File: config.mk
export PLATFORM = sky130hd
export DESIGN_NAME = partition_range_start_indices_unit
export DESIGN_NICKNAME = d
export VERILOG_FILES = /design/src/sv/prsi_pkg.sv /design/src/sv/prsi_regs.sv /design/src/sv/prsi_ctrl.sv /design/src/sv/prsi_dpath.sv /design/src/sv/partition_range_start_indices_unit.sv
export SDC_FILE = /design/constraint.sdc
export NUM_CORES = 2
export LEC_CHECK = 0
export BUFFER_PORTS_ARGS = -buffer_cell sky130_fd_sc_hd__buf_2
export CAP_MARGIN = 20
export CORE_MARGIN = 3
export CORE_UTILIZATION = 44
export CTS_CLUSTER_DIAMETER = 80
export DETAILED_ROUTE_END_ITERATION = 10
export PLACE_DENSITY = 0.59
export SLEW_MARGIN = 20
export SYNTH_ARGS = -nofsm -noshare
export SYNTH_HDL_FRONTEND = slang
export SYNTH_SLANG_ARGS = --single-unit
export TNS_END_PERCENT = 50
File: constraint.sdc
create_clock -name clk -period 6.1 [get_ports clk]
set_input_delay 0.305 -clock clk [delete_from_list [all_inputs] [get_ports clk]]
set_output_delay 0.305 -clock clk [all_outputs]
set_load 0.05 [all_outputs]
File: src/sv/prsi_pkg.sv
// Package for the partition range start index unit.
// Holds sizes, field codes and the command and status structs; used by all modules.
// Depends on nothing.
`default_nettype none

package prsi_pkg;

    localparam int MAX_PARTS   = 32;
    localparam int LOCAL_WIDTH = 31;
    localparam int IDX_W       = (MAX_PARTS > 1) ? $clog2(MAX_PARTS) : 1;

    localparam int GIDX_W  = 63;
    localparam int PART_W  = 6;
    localparam int CFG_W   = 7;
    localparam int EMPTY_W = 7;
    localparam int STAT_W  = 2;
    localparam int DATA_W  = 32;
    localparam int ADDR_W  = 3;

    localparam logic [LOCAL_WIDTH-1:0] LOCAL_MAX = {LOCAL_WIDTH{1'b1}};
    localparam logic [CFG_W-1:0] PARTS_MAX = CFG_W'(MAX_PARTS);
    localparam logic [CFG_W-1:0] PART_COUNT_RESET = CFG_W'(1);

    localparam logic [0:0] REG_PART_COUNT = 1'b0;

    localparam logic CMD_RANGE  = 1'b0;
    localparam logic CMD_FINISH = 1'b1;

    localparam logic KIND_START = 1'b0;
    localparam logic KIND_SIZE  = 1'b1;

    localparam logic [STAT_W-1:0] ST_OK        = 2'd0;
    localparam logic [STAT_W-1:0] ST_BAD_PART  = 2'd1;
    localparam logic [STAT_W-1:0] ST_BAD_ORDER = 2'd2;
    localparam logic [STAT_W-1:0] ST_SATURATED = 2'd3;

    typedef struct packed {
        logic capture;
        logic check;
        logic load_range;
        logic load_part;
        logic clear_sums;
    } ctrl_cmd_t;

    typedef struct packed {
        logic out_free;
        logic walk_last;
    } dp_status_t;

endpackage

`default_nettype wire

File: src/sv/prsi_regs.sv
// Configuration register file of the partition range start index unit.
// APB-style write and read of the part count; uses prsi_pkg.
`default_nettype none

module prsi_regs (
    input  wire logic                         clk,
    input  wire logic                         rst_n,
    input  wire logic                         psel,
    input  wire logic                         penable,
    input  wire logic                         pwrite,
    input  wire logic [prsi_pkg::ADDR_W-1:0]  paddr,
    input  wire logic [prsi_pkg::DATA_W-1:0]  pwdata,
    output logic      [prsi_pkg::DATA_W-1:0]  prdata,
    output logic                              pready,
    output logic      [prsi_pkg::CFG_W-1:0]   part_count
);
    import prsi_pkg::*;

    logic [CFG_W-1:0] part_count_reg;
    logic [CFG_W-1:0] part_count_next;
    logic             addr_hit;

    assign addr_hit = (paddr[ADDR_W-1:2] == REG_PART_COUNT);
    assign pready   = 1'b1;

    always_comb
    begin
        part_count_next = part_count_reg;
        if (psel && penable && pwrite && addr_hit)
        begin
            part_count_next = pwdata[CFG_W-1:0];
        end
    end

    always_ff @(posedge clk or negedge rst_n)
    begin
        if (!rst_n)
        begin
            part_count_reg <= PART_COUNT_RESET;
        end
        else
        begin
            part_count_reg <= part_count_next;
        end
    end

    assign prdata     = (psel && addr_hit) ? DATA_W'(part_count_reg) : '0;
    assign part_count = part_count_reg;

endmodule

`default_nettype wire

File: src/sv/prsi_ctrl.sv
// Controller of the partition range start index unit.
// Sequences input capture, range check, table update and the finish walk; uses prsi_pkg.
`default_nettype none

module prsi_ctrl (
    input  wire logic                 clk,
    input  wire logic                 rst_n,
    input  wire logic                 item_valid,
    output logic                      item_ready,
    input  wire logic                 command,
    input  wire prsi_pkg::dp_status_t dp_status,
    output prsi_pkg::ctrl_cmd_t       ctrl_cmd
);
    import prsi_pkg::*;

    localparam logic [1:0] S_IDLE   = 2'd0;
    localparam logic [1:0] S_CHECK  = 2'd1;
    localparam logic [1:0] S_UPDATE = 2'd2;
    localparam logic [1:0] S_WALK   = 2'd3;

    logic [1:0] state_reg;
    logic [1:0] state_next;

    assign item_ready = (state_reg == S_IDLE);

    always_comb
    begin
        state_next = state_reg;
        ctrl_cmd   = '0;
        unique case (state_reg)
            S_IDLE:
            begin
                if (item_valid)
                begin
                    ctrl_cmd.capture = 1'b1;
                    state_next = (command == CMD_FINISH) ? S_WALK : S_CHECK;
                end
            end
            S_CHECK:
            begin
                ctrl_cmd.check = 1'b1;
                state_next = S_UPDATE;
            end
            S_UPDATE:
            begin
                if (dp_status.out_free)
                begin
                    ctrl_cmd.load_range = 1'b1;
                    state_next = S_IDLE;
                end
            end
            S_WALK:
            begin
                if (dp_status.out_free)
                begin
                    ctrl_cmd.load_part = 1'b1;
                    if (dp_status.walk_last)
                    begin
                        ctrl_cmd.clear_sums = 1'b1;
                        state_next = S_IDLE;
                    end
                end
            end
            default:
            begin
                state_next = S_IDLE;
            end
        endcase
    end

    always_ff @(posedge clk or negedge rst_n)
    begin
        if (!rst_n)
        begin
            state_reg <= S_IDLE;
        end
        else
        begin
            state_reg <= state_next;
        end
    end

endmodule

`default_nettype wire

File: src/sv/prsi_dpath.sv
// Datapath of the partition range start index unit.
// Holds the per-part sum table, range arithmetic, finish walk and result register; uses prsi_pkg.
`default_nettype none

module prsi_dpath (
    input  wire logic                              clk,
    input  wire logic                              rst_n,
    input  wire prsi_pkg::ctrl_cmd_t               ctrl_cmd,
    output prsi_pkg::dp_status_t                   dp_status,
    input  wire logic [prsi_pkg::CFG_W-1:0]        part_count,
    input  wire logic [prsi_pkg::GIDX_W-1:0]       range_begin,
    input  wire logic [prsi_pkg::GIDX_W-1:0]       range_end,
    input  wire logic [prsi_pkg::PART_W-1:0]       range_part,
    output logic                                   result_valid,
    input  wire logic                              result_ready,
    output logic                                   kind,
    output logic      [prsi_pkg::LOCAL_WIDTH-1:0]  start_index,
    output logic      [prsi_pkg::PART_W-1:0]       part_id,
    output logic      [prsi_pkg::LOCAL_WIDTH-1:0]  part_size,
    output logic      [prsi_pkg::EMPTY_W-1:0]      empty_parts,
    output logic      [prsi_pkg::STAT_W-1:0]       status,
    output logic                                   last
);
    import prsi_pkg::*;

    logic [LOCAL_WIDTH-1:0] sums_reg [MAX_PARTS];

    logic [GIDX_W-1:0]      begin_reg;
    logic [GIDX_W-1:0]      end_reg;
    logic [PART_W-1:0]      part_reg;
    logic [LOCAL_WIDTH-1:0] size_lo_reg;
    logic                   size_big_reg;
    logic                   bad_part_reg;
    logic                   bad_order_reg;
    logic [LOCAL_WIDTH-1:0] start_reg;
    logic [IDX_W-1:0]       walk_cnt_reg;
    logic [EMPTY_W-1:0]     empty_reg;

    logic                   out_valid_reg;
    logic                   kind_reg;
    logic [LOCAL_WIDTH-1:0] start_index_reg;
    logic [PART_W-1:0]      part_id_reg;
    logic [LOCAL_WIDTH-1:0] part_size_reg;
    logic [EMPTY_W-1:0]     empty_parts_reg;
    logic [STAT_W-1:0]      status_reg;
    logic                   last_reg;

    logic [CFG_W-1:0]       parts_used;
    logic [IDX_W-1:0]       last_idx;
    logic [GIDX_W:0]        diff;
    logic [LOCAL_WIDTH:0]   sum;
    logic                   sat;
    logic [LOCAL_WIDTH-1:0] sum_clamped;
    logic                   range_ok;
    logic [LOCAL_WIDTH-1:0] walk_sum;
    logic [EMPTY_W-1:0]     empty_next;
    logic                   walk_last;
    logic [STAT_W-1:0]      range_status;

    always_comb
    begin
        if (part_count == '0)
        begin
            parts_used = CFG_W'(1);
        end
        else if (part_count > PARTS_MAX)
        begin
            parts_used = PARTS_MAX;
        end
        else
        begin
            parts_used = part_count;
        end
    end

    assign last_idx    = IDX_W'(parts_used - CFG_W'(1));
    assign diff        = {1'b0, end_reg} - {1'b0, begin_reg};
    assign sum         = {1'b0, start_reg} + {1'b0, size_lo_reg};
    assign sat         = size_big_reg | sum[LOCAL_WIDTH];
    assign sum_clamped = sat ? LOCAL_MAX : sum[LOCAL_WIDTH-1:0];
    assign range_ok    = !bad_part_reg && !bad_order_reg;
    assign walk_sum    = sums_reg[walk_cnt_reg];
    assign empty_next  = empty_reg + EMPTY_W'(walk_sum == '0);
    assign walk_last   = (walk_cnt_reg == last_idx);

    always_comb
    begin
        if (bad_part_reg)
        begin
            range_status = ST_BAD_PART;
        end
        else if (bad_order_reg)
        begin
            range_status = ST_BAD_ORDER;
        end
        else if (sat)
        begin
            range_status = ST_SATURATED;
        end
        else
        begin
            range_status = ST_OK;
        end
    end

    assign dp_status.out_free  = !out_valid_reg || result_ready;
    assign dp_status.walk_last = walk_last;

    always_ff @(posedge clk)
    begin
        if (ctrl_cmd.capture)
        begin
            begin_reg <= range_begin;
            end_reg   <= range_end;
            part_reg  <= range_part;
        end
        if (ctrl_cmd.check)
        begin
            size_lo_reg   <= diff[LOCAL_WIDTH-1:0];
            size_big_reg  <= |diff[GIDX_W-1:LOCAL_WIDTH];
            bad_order_reg <= diff[GIDX_W];
            bad_part_reg  <= (CFG_W'(part_reg) >= parts_used);
            start_reg     <= sums_reg[part_reg[IDX_W-1:0]];
        end
    end

    always_ff @(posedge clk or negedge rst_n)
    begin
        if (!rst_n)
        begin
            for (int i = 0; i < MAX_PARTS; i++)
            begin
                sums_reg[i] <= '0;
            end
            walk_cnt_reg <= '0;
            empty_reg    <= '0;
        end
        else
        begin
            if (ctrl_cmd.capture)
            begin
                walk_cnt_reg <= '0;
                empty_reg    <= '0;
            end
            else if (ctrl_cmd.load_part)
            begin
                walk_cnt_reg <= walk_cnt_reg + IDX_W'(1);
                empty_reg    <= empty_next;
            end
            if (ctrl_cmd.clear_sums)
            begin
                for (int i = 0; i < MAX_PARTS; i++)
                begin
                    sums_reg[i] <= '0;
                end
            end
            else if (ctrl_cmd.load_range && range_ok)
            begin
                sums_reg[part_reg[IDX_W-1:0]] <= sum_clamped;
            end
        end
    end

    always_ff @(posedge clk or negedge rst_n)
    begin
        if (!rst_n)
        begin
            out_valid_reg <= 1'b0;
        end
        else if (ctrl_cmd.load_range || ctrl_cmd.load_part)
        begin
            out_valid_reg <= 1'b1;
        end
        else if (result_ready)
        begin
            out_valid_reg <= 1'b0;
        end
    end

    always_ff @(posedge clk)
    begin
        if (ctrl_cmd.load_range)
        begin
            kind_reg        <= KIND_START;
            start_index_reg <= range_ok ? start_reg : '0;
            part_id_reg     <= '0;
            part_size_reg   <= '0;
            empty_parts_reg <= '0;
            status_reg      <= range_status;
            last_reg        <= 1'b1;
        end
        else if (ctrl_cmd.load_part)
        begin
            kind_reg        <= KIND_SIZE;
            start_index_reg <= '0;
            part_id_reg     <= PART_W'(walk_cnt_reg);
            part_size_reg   <= walk_sum;
            empty_parts_reg <= walk_last ? empty_next : '0;
            status_reg      <= ST_OK;
            last_reg        <= walk_last;
        end
    end

    assign result_valid = out_valid_reg;
    assign kind         = kind_reg;
    assign start_index  = start_index_reg;
    assign part_id      = part_id_reg;
    assign part_size    = part_size_reg;
    assign empty_parts  = empty_parts_reg;
    assign status       = status_reg;
    assign last         = last_reg;

endmodule

`default_nettype wire

File: src/sv/partition_range_start_indices_unit.sv
// A range beat passes capture, check and update: the accepting edge captures it, the check
// step takes the difference of the 63-bit bounds, checks the part and reads the sum table, and
// the update step adds with saturation, writes the per-part sum table and registers the result.
// A finish beat is captured and then walks the parts in use, reading one table entry per cycle
// while the output is free. The result register lets the next beat be accepted while a result
// waits, but a stalled output holds the update or walk step that follows. There is no clearing
// pass: the sum table is cleared together with the last walk step.
// Top level of the partition range start index unit; instantiates prsi_regs, prsi_ctrl
// and prsi_dpath, and uses prsi_pkg.
`default_nettype none

module partition_range_start_indices_unit (
    input  wire logic                              clk,
    input  wire logic                              rst_n,
    input  wire logic                              psel,
    input  wire logic                              penable,
    input  wire logic                              pwrite,
    input  wire logic [prsi_pkg::ADDR_W-1:0]       paddr,
    input  wire logic [prsi_pkg::DATA_W-1:0]       pwdata,
    output logic      [prsi_pkg::DATA_W-1:0]       prdata,
    output logic                                   pready,
    input  wire logic                              item_valid,
    output logic                                   item_ready,
    input  wire logic                              command,
    input  wire logic [prsi_pkg::GIDX_W-1:0]       range_begin,
    input  wire logic [prsi_pkg::GIDX_W-1:0]       range_end,
    input  wire logic [prsi_pkg::PART_W-1:0]       range_part,
    output logic                                   result_valid,
    input  wire logic                              result_ready,
    output logic                                   kind,
    output logic      [prsi_pkg::LOCAL_WIDTH-1:0]  start_index,
    output logic      [prsi_pkg::PART_W-1:0]       part_id,
    output logic      [prsi_pkg::LOCAL_WIDTH-1:0]  part_size,
    output logic      [prsi_pkg::EMPTY_W-1:0]      empty_parts,
    output logic      [prsi_pkg::STAT_W-1:0]       status,
    output logic                                   last
);
    import prsi_pkg::*;

    logic [CFG_W-1:0] part_count;
    ctrl_cmd_t        ctrl_cmd;
    dp_status_t       dp_status;

    prsi_regs u_regs (
        .clk        (clk),
        .rst_n      (rst_n),
        .psel       (psel),
        .penable    (penable),
        .pwrite     (pwrite),
        .paddr      (paddr),
        .pwdata     (pwdata),
        .prdata     (prdata),
        .pready     (pready),
        .part_count (part_count)
    );

    prsi_ctrl u_ctrl (
        .clk        (clk),
        .rst_n      (rst_n),
        .item_valid (item_valid),
        .item_ready (item_ready),
        .command    (command),
        .dp_status  (dp_status),
        .ctrl_cmd   (ctrl_cmd)
    );

    prsi_dpath u_dpath (
        .clk          (clk),
        .rst_n        (rst_n),
        .ctrl_cmd     (ctrl_cmd),
        .dp_status    (dp_status),
        .part_count   (part_count),
        .range_begin  (range_begin),
        .range_end    (range_end),
        .range_part   (range_part),
        .result_valid (result_valid),
        .result_ready (result_ready),
        .kind         (kind),
        .start_index  (start_index),
        .part_id      (part_id),
        .part_size    (part_size),
        .empty_parts  (empty_parts),
        .status       (status),
        .last         (last)
    );

endmodule

`default_nettype wire
==> results_dict.tcl <==
set metrics [dict create \
    cts_tree "done" \
    layout_setup_ws_ns 0.279 \
    synthCells 5809 \
    synth_area_leaders "dfrtp_1 38%, mux4_2 19%, edfxtp_1 10%" \
    place.detailed.hpwl_mm 122 \
    crit_type "reg -> reg" \
    die_height_um 396 \
    drc 0 \
    grt_antenna_before_repair 4 \
    min_period_ns 5.82 \
    arrival_ns 6.46 \
    max_freq_ghz 0.172 \
    cts-root-buf "clkbuf_16" \
    synthAdderAreaFrac_pct 2.01 \
    dp.cells 7584 \
    crit_required_ns 6.74 \
    fin_util_pct 50.5 \
    synth_most_common_cell "o21ai_0" \
    maxCapViolCount 0 \
    netlist_area_um2 66800 \
    ys_ff_latch 1289 \
    port-buffer-count 234 \
    ant_nets 0 \
    critPathLaunchType "flop" \
    p_seq_share_pct 40.0 \
    yosys.area.top_type "dfrtp_1" \
    power_density_nw_per_um2 447 \
    area_growth_pct 13.6 \
    gp_congestion 0.876 \
    cts_buffers 141 \
    rrSetupSlack_ns 0.28 \
    clk_pin_slew_ns 0.06 \
    finalCritPeriodShare_pct 95.4 \
    ys_seq_area_share_pct 49.6 \
    drive_above_1_share_pct 20.4 \
    cts_sinks 1289 \
    dr.pass1.iters 5 \
    p_leak_nw 31.6 \
    grt_overflow_total 0 \
    switching_share_pct 35.6 \
    synth_mux_area_share_pct 19.5 \
    yosysTopAreaCellShare_pct 37.9 \
    io-pin-count 289 \
    synth_edf_count 230 \
    async_reset_ff_share_pct 78.7 \
    nets 6136 \
    cts_setup_buffers 0 \
    yosys-top-cells-count "1,103 x o21ai_0, 1,024 x nand3_1, 1,013 x dfrtp_1, 558 x mux4_2, 514 x clkbuf_1" \
    clkLatencyLatePin_ns 0.78 \
    synth_top_family_by_area "multiplexers" \
    status "finished, final reports clean" \
    drt_iter0_drc 4948 \
    rsz0062_at_grt "false" \
    cts_max_level 4 \
    fill_cells 13275 \
    grt_pass1_wl_mm 324 \
    grt_util_all_layers_pct 27.4 \
    clock_path_buffers 3 \
    p_int_w 0.0219 \
    switchingPower_w 0.0121 \
    place_ws_ns 0.193 \
    grt_max_degree 160 \
    rows 142 \
    dieArea_um2 157000 \
    synth_compound_area_share_pct 12.2 \
    die_w_um 396 \
    grt_pass1_vias 49371 \
    hp-class "in -> reg" \
    avgSynthCellArea_um2 11.5 \
    start_util_pct 44.5 \
    finalSetupTns_ns 0 \
    drv_slew 0 \
    hold_viol 0 \
    ys.flop_type "dfrtp_1" \
    max_slew_margin_pct 20.6 \
    power_frac_clock_pct 25.4 \
    pwr-share-comb_pct 34.6 \
    wl_per_cell_um 27.1 \
    finalSetupViolCount 0 \
    largest_reg_flops 992 \
    synth-simple-area-share_pct 11.2 \
    cp-end-kind "flop" \
    via_count 50101 \
    fp.coreArea_um2 150000 \
    stdcell_count 7985 \
    viasPerCell 6.27 \
    tightest_slew_ns 1.18 \
    routed_wl_mm 217 \
    ys_types 79 \
    skew_ns 0.0340 \
    yosysWarnings 0 \
    vdd_ir_drop_max_uv 304 \
    synthXorXnorAreaFrac_pct 1.11 \
    crit_fanout 15 \
]
==> power groups by stage <==
stage | sequential, W | clock (W) | combinational (W)
2_1_floorplan | 0.0134 | 0 | 0.00813
3_3_place_gp | 0.0135 | 0 | 0.0115
3_5_place_dp | 0.0137 | 0 | 0.0116
4_1_cts | 0.0135 | 0.00875 | 0.0117
5_1_grt | 0.0139 | 0.00912 | 0.0128
6_report | 0.0136 | 0.00862 | 0.0117
==> through the flow <==
stage	instance area, um^2	hold slack (ns)	total power [W]
2_1_floorplan	66900	0.00941	0.0216
6_report	75900	0.125	0.0340
3_5_place_dp	69900	0.435	0.0253
5_1_grt	75900	0.124	0.0358
4_1_cts	75900	0.0771	0.0340
3_3_place_gp	69800	0.424	0.0250
==> final timing paths <==
path                                                     startpoint                                   to  cells past startpoint
worst max-delay path            u_dpath.walk_cnt_reg[0]$_DFFE_PN0P_  u_dpath.empty_parts[4]$_SDFFE_PP0P_                     15
worst min-delay path                                        penable     u_regs.part_count[3]$_DFFE_PN0P_                      3
worst max register to register  u_dpath.walk_cnt_reg[0]$_DFFE_PN0P_  u_dpath.empty_parts[4]$_SDFFE_PP0P_                     15
worst min register to register      u_dpath.part_id[4]$_SDFFE_PP0P_      u_dpath.part_id[4]$_SDFFE_PP0P_                      2
max in group asynchronous                                     rst_n    u_dpath.sums_reg[637]$_DFFE_PN0P_                      3
min in group asynchronous                                     rst_n    u_dpath.sums_reg[463]$_DFFE_PN0P_                      2
==> worst max-delay path, cell delays in order (launching register included) <==
cell	delay [ns]
dfrtp_4	0.62
buf_12	0.24
buf_4	0.30
mux4_2	0.54
mux4_2	0.52
mux2i_2	0.58
nand4_1	0.22
or4_1	0.49
nor4_1	1.02
buf_4	0.25
ha_1	0.18
ha_1	0.18
nand3_1	0.11
buf_4	0.16
xor2_1	0.15
o21ai_0	0.10
==> cell type report <==
type,instances,area (um^2),area share (%)
Antenna cell,4,10.0,0.0132
Clock buffer,194,3980,5.25
Clock inverter,59,616,0.811
Inverter,99,377,0.496
Multi-Input combinational cell,3823,31200,41.1
Sequential cell,1289,33200,43.7
Tap cell,2016,2520,3.32
Timing Repair Buffer,501,3980,5.24
==> placed cells by master (no fill, tap or decap), types with 55 or more instances in the layout <==
| cell type | n |
|---|---|
| edfxtp_1 | 230 |
| o21ai_0 | 1103 |
| buf_4 | 88 |
| buf_2 | 233 |
| a22oi_1 | 124 |
| nand4_1 | 66 |
| a21oi_1 | 109 |
| inv_1 | 97 |
| xnor2_1 | 55 |
| nand3_1 | 1024 |
| nand2_1 | 156 |
| mux4_2 | 558 |
| dlygate4sd3_1 | 143 |
| dfrtp_1 | 1008 |
| ha_1 | 104 |
| clkbuf_16 | 145 |
| nor2_1 | 97 |
==> logic make-up after synthesis <==
kind of cell / after synthesis
simple gates: 1518
other cells: 2
compound gates: 1484
mux: 603
xor+xnor: 85
fa+ha+maj: 106
buf+inv: 722
flops: 1289
==> what timing repair did <==
action                                  4_1_cts  5_1_grt
gates resized for setup                       0        1
hold buffers                                143        0
endpoints found under the hold margin       234        0
endpoints found under the setup margin        0        1
==> metal layers <==
layer	up-vias	routed length (um)	GRT usage (%)
met5	-	0	0
met3	489	18200	5.66
met2	2119	102000	43.8
met1	25449	85700	36.4
li1	22044	-	-
met4	0	10400	12.1
No activity file was read; power rests on OpenSTA's default activity.
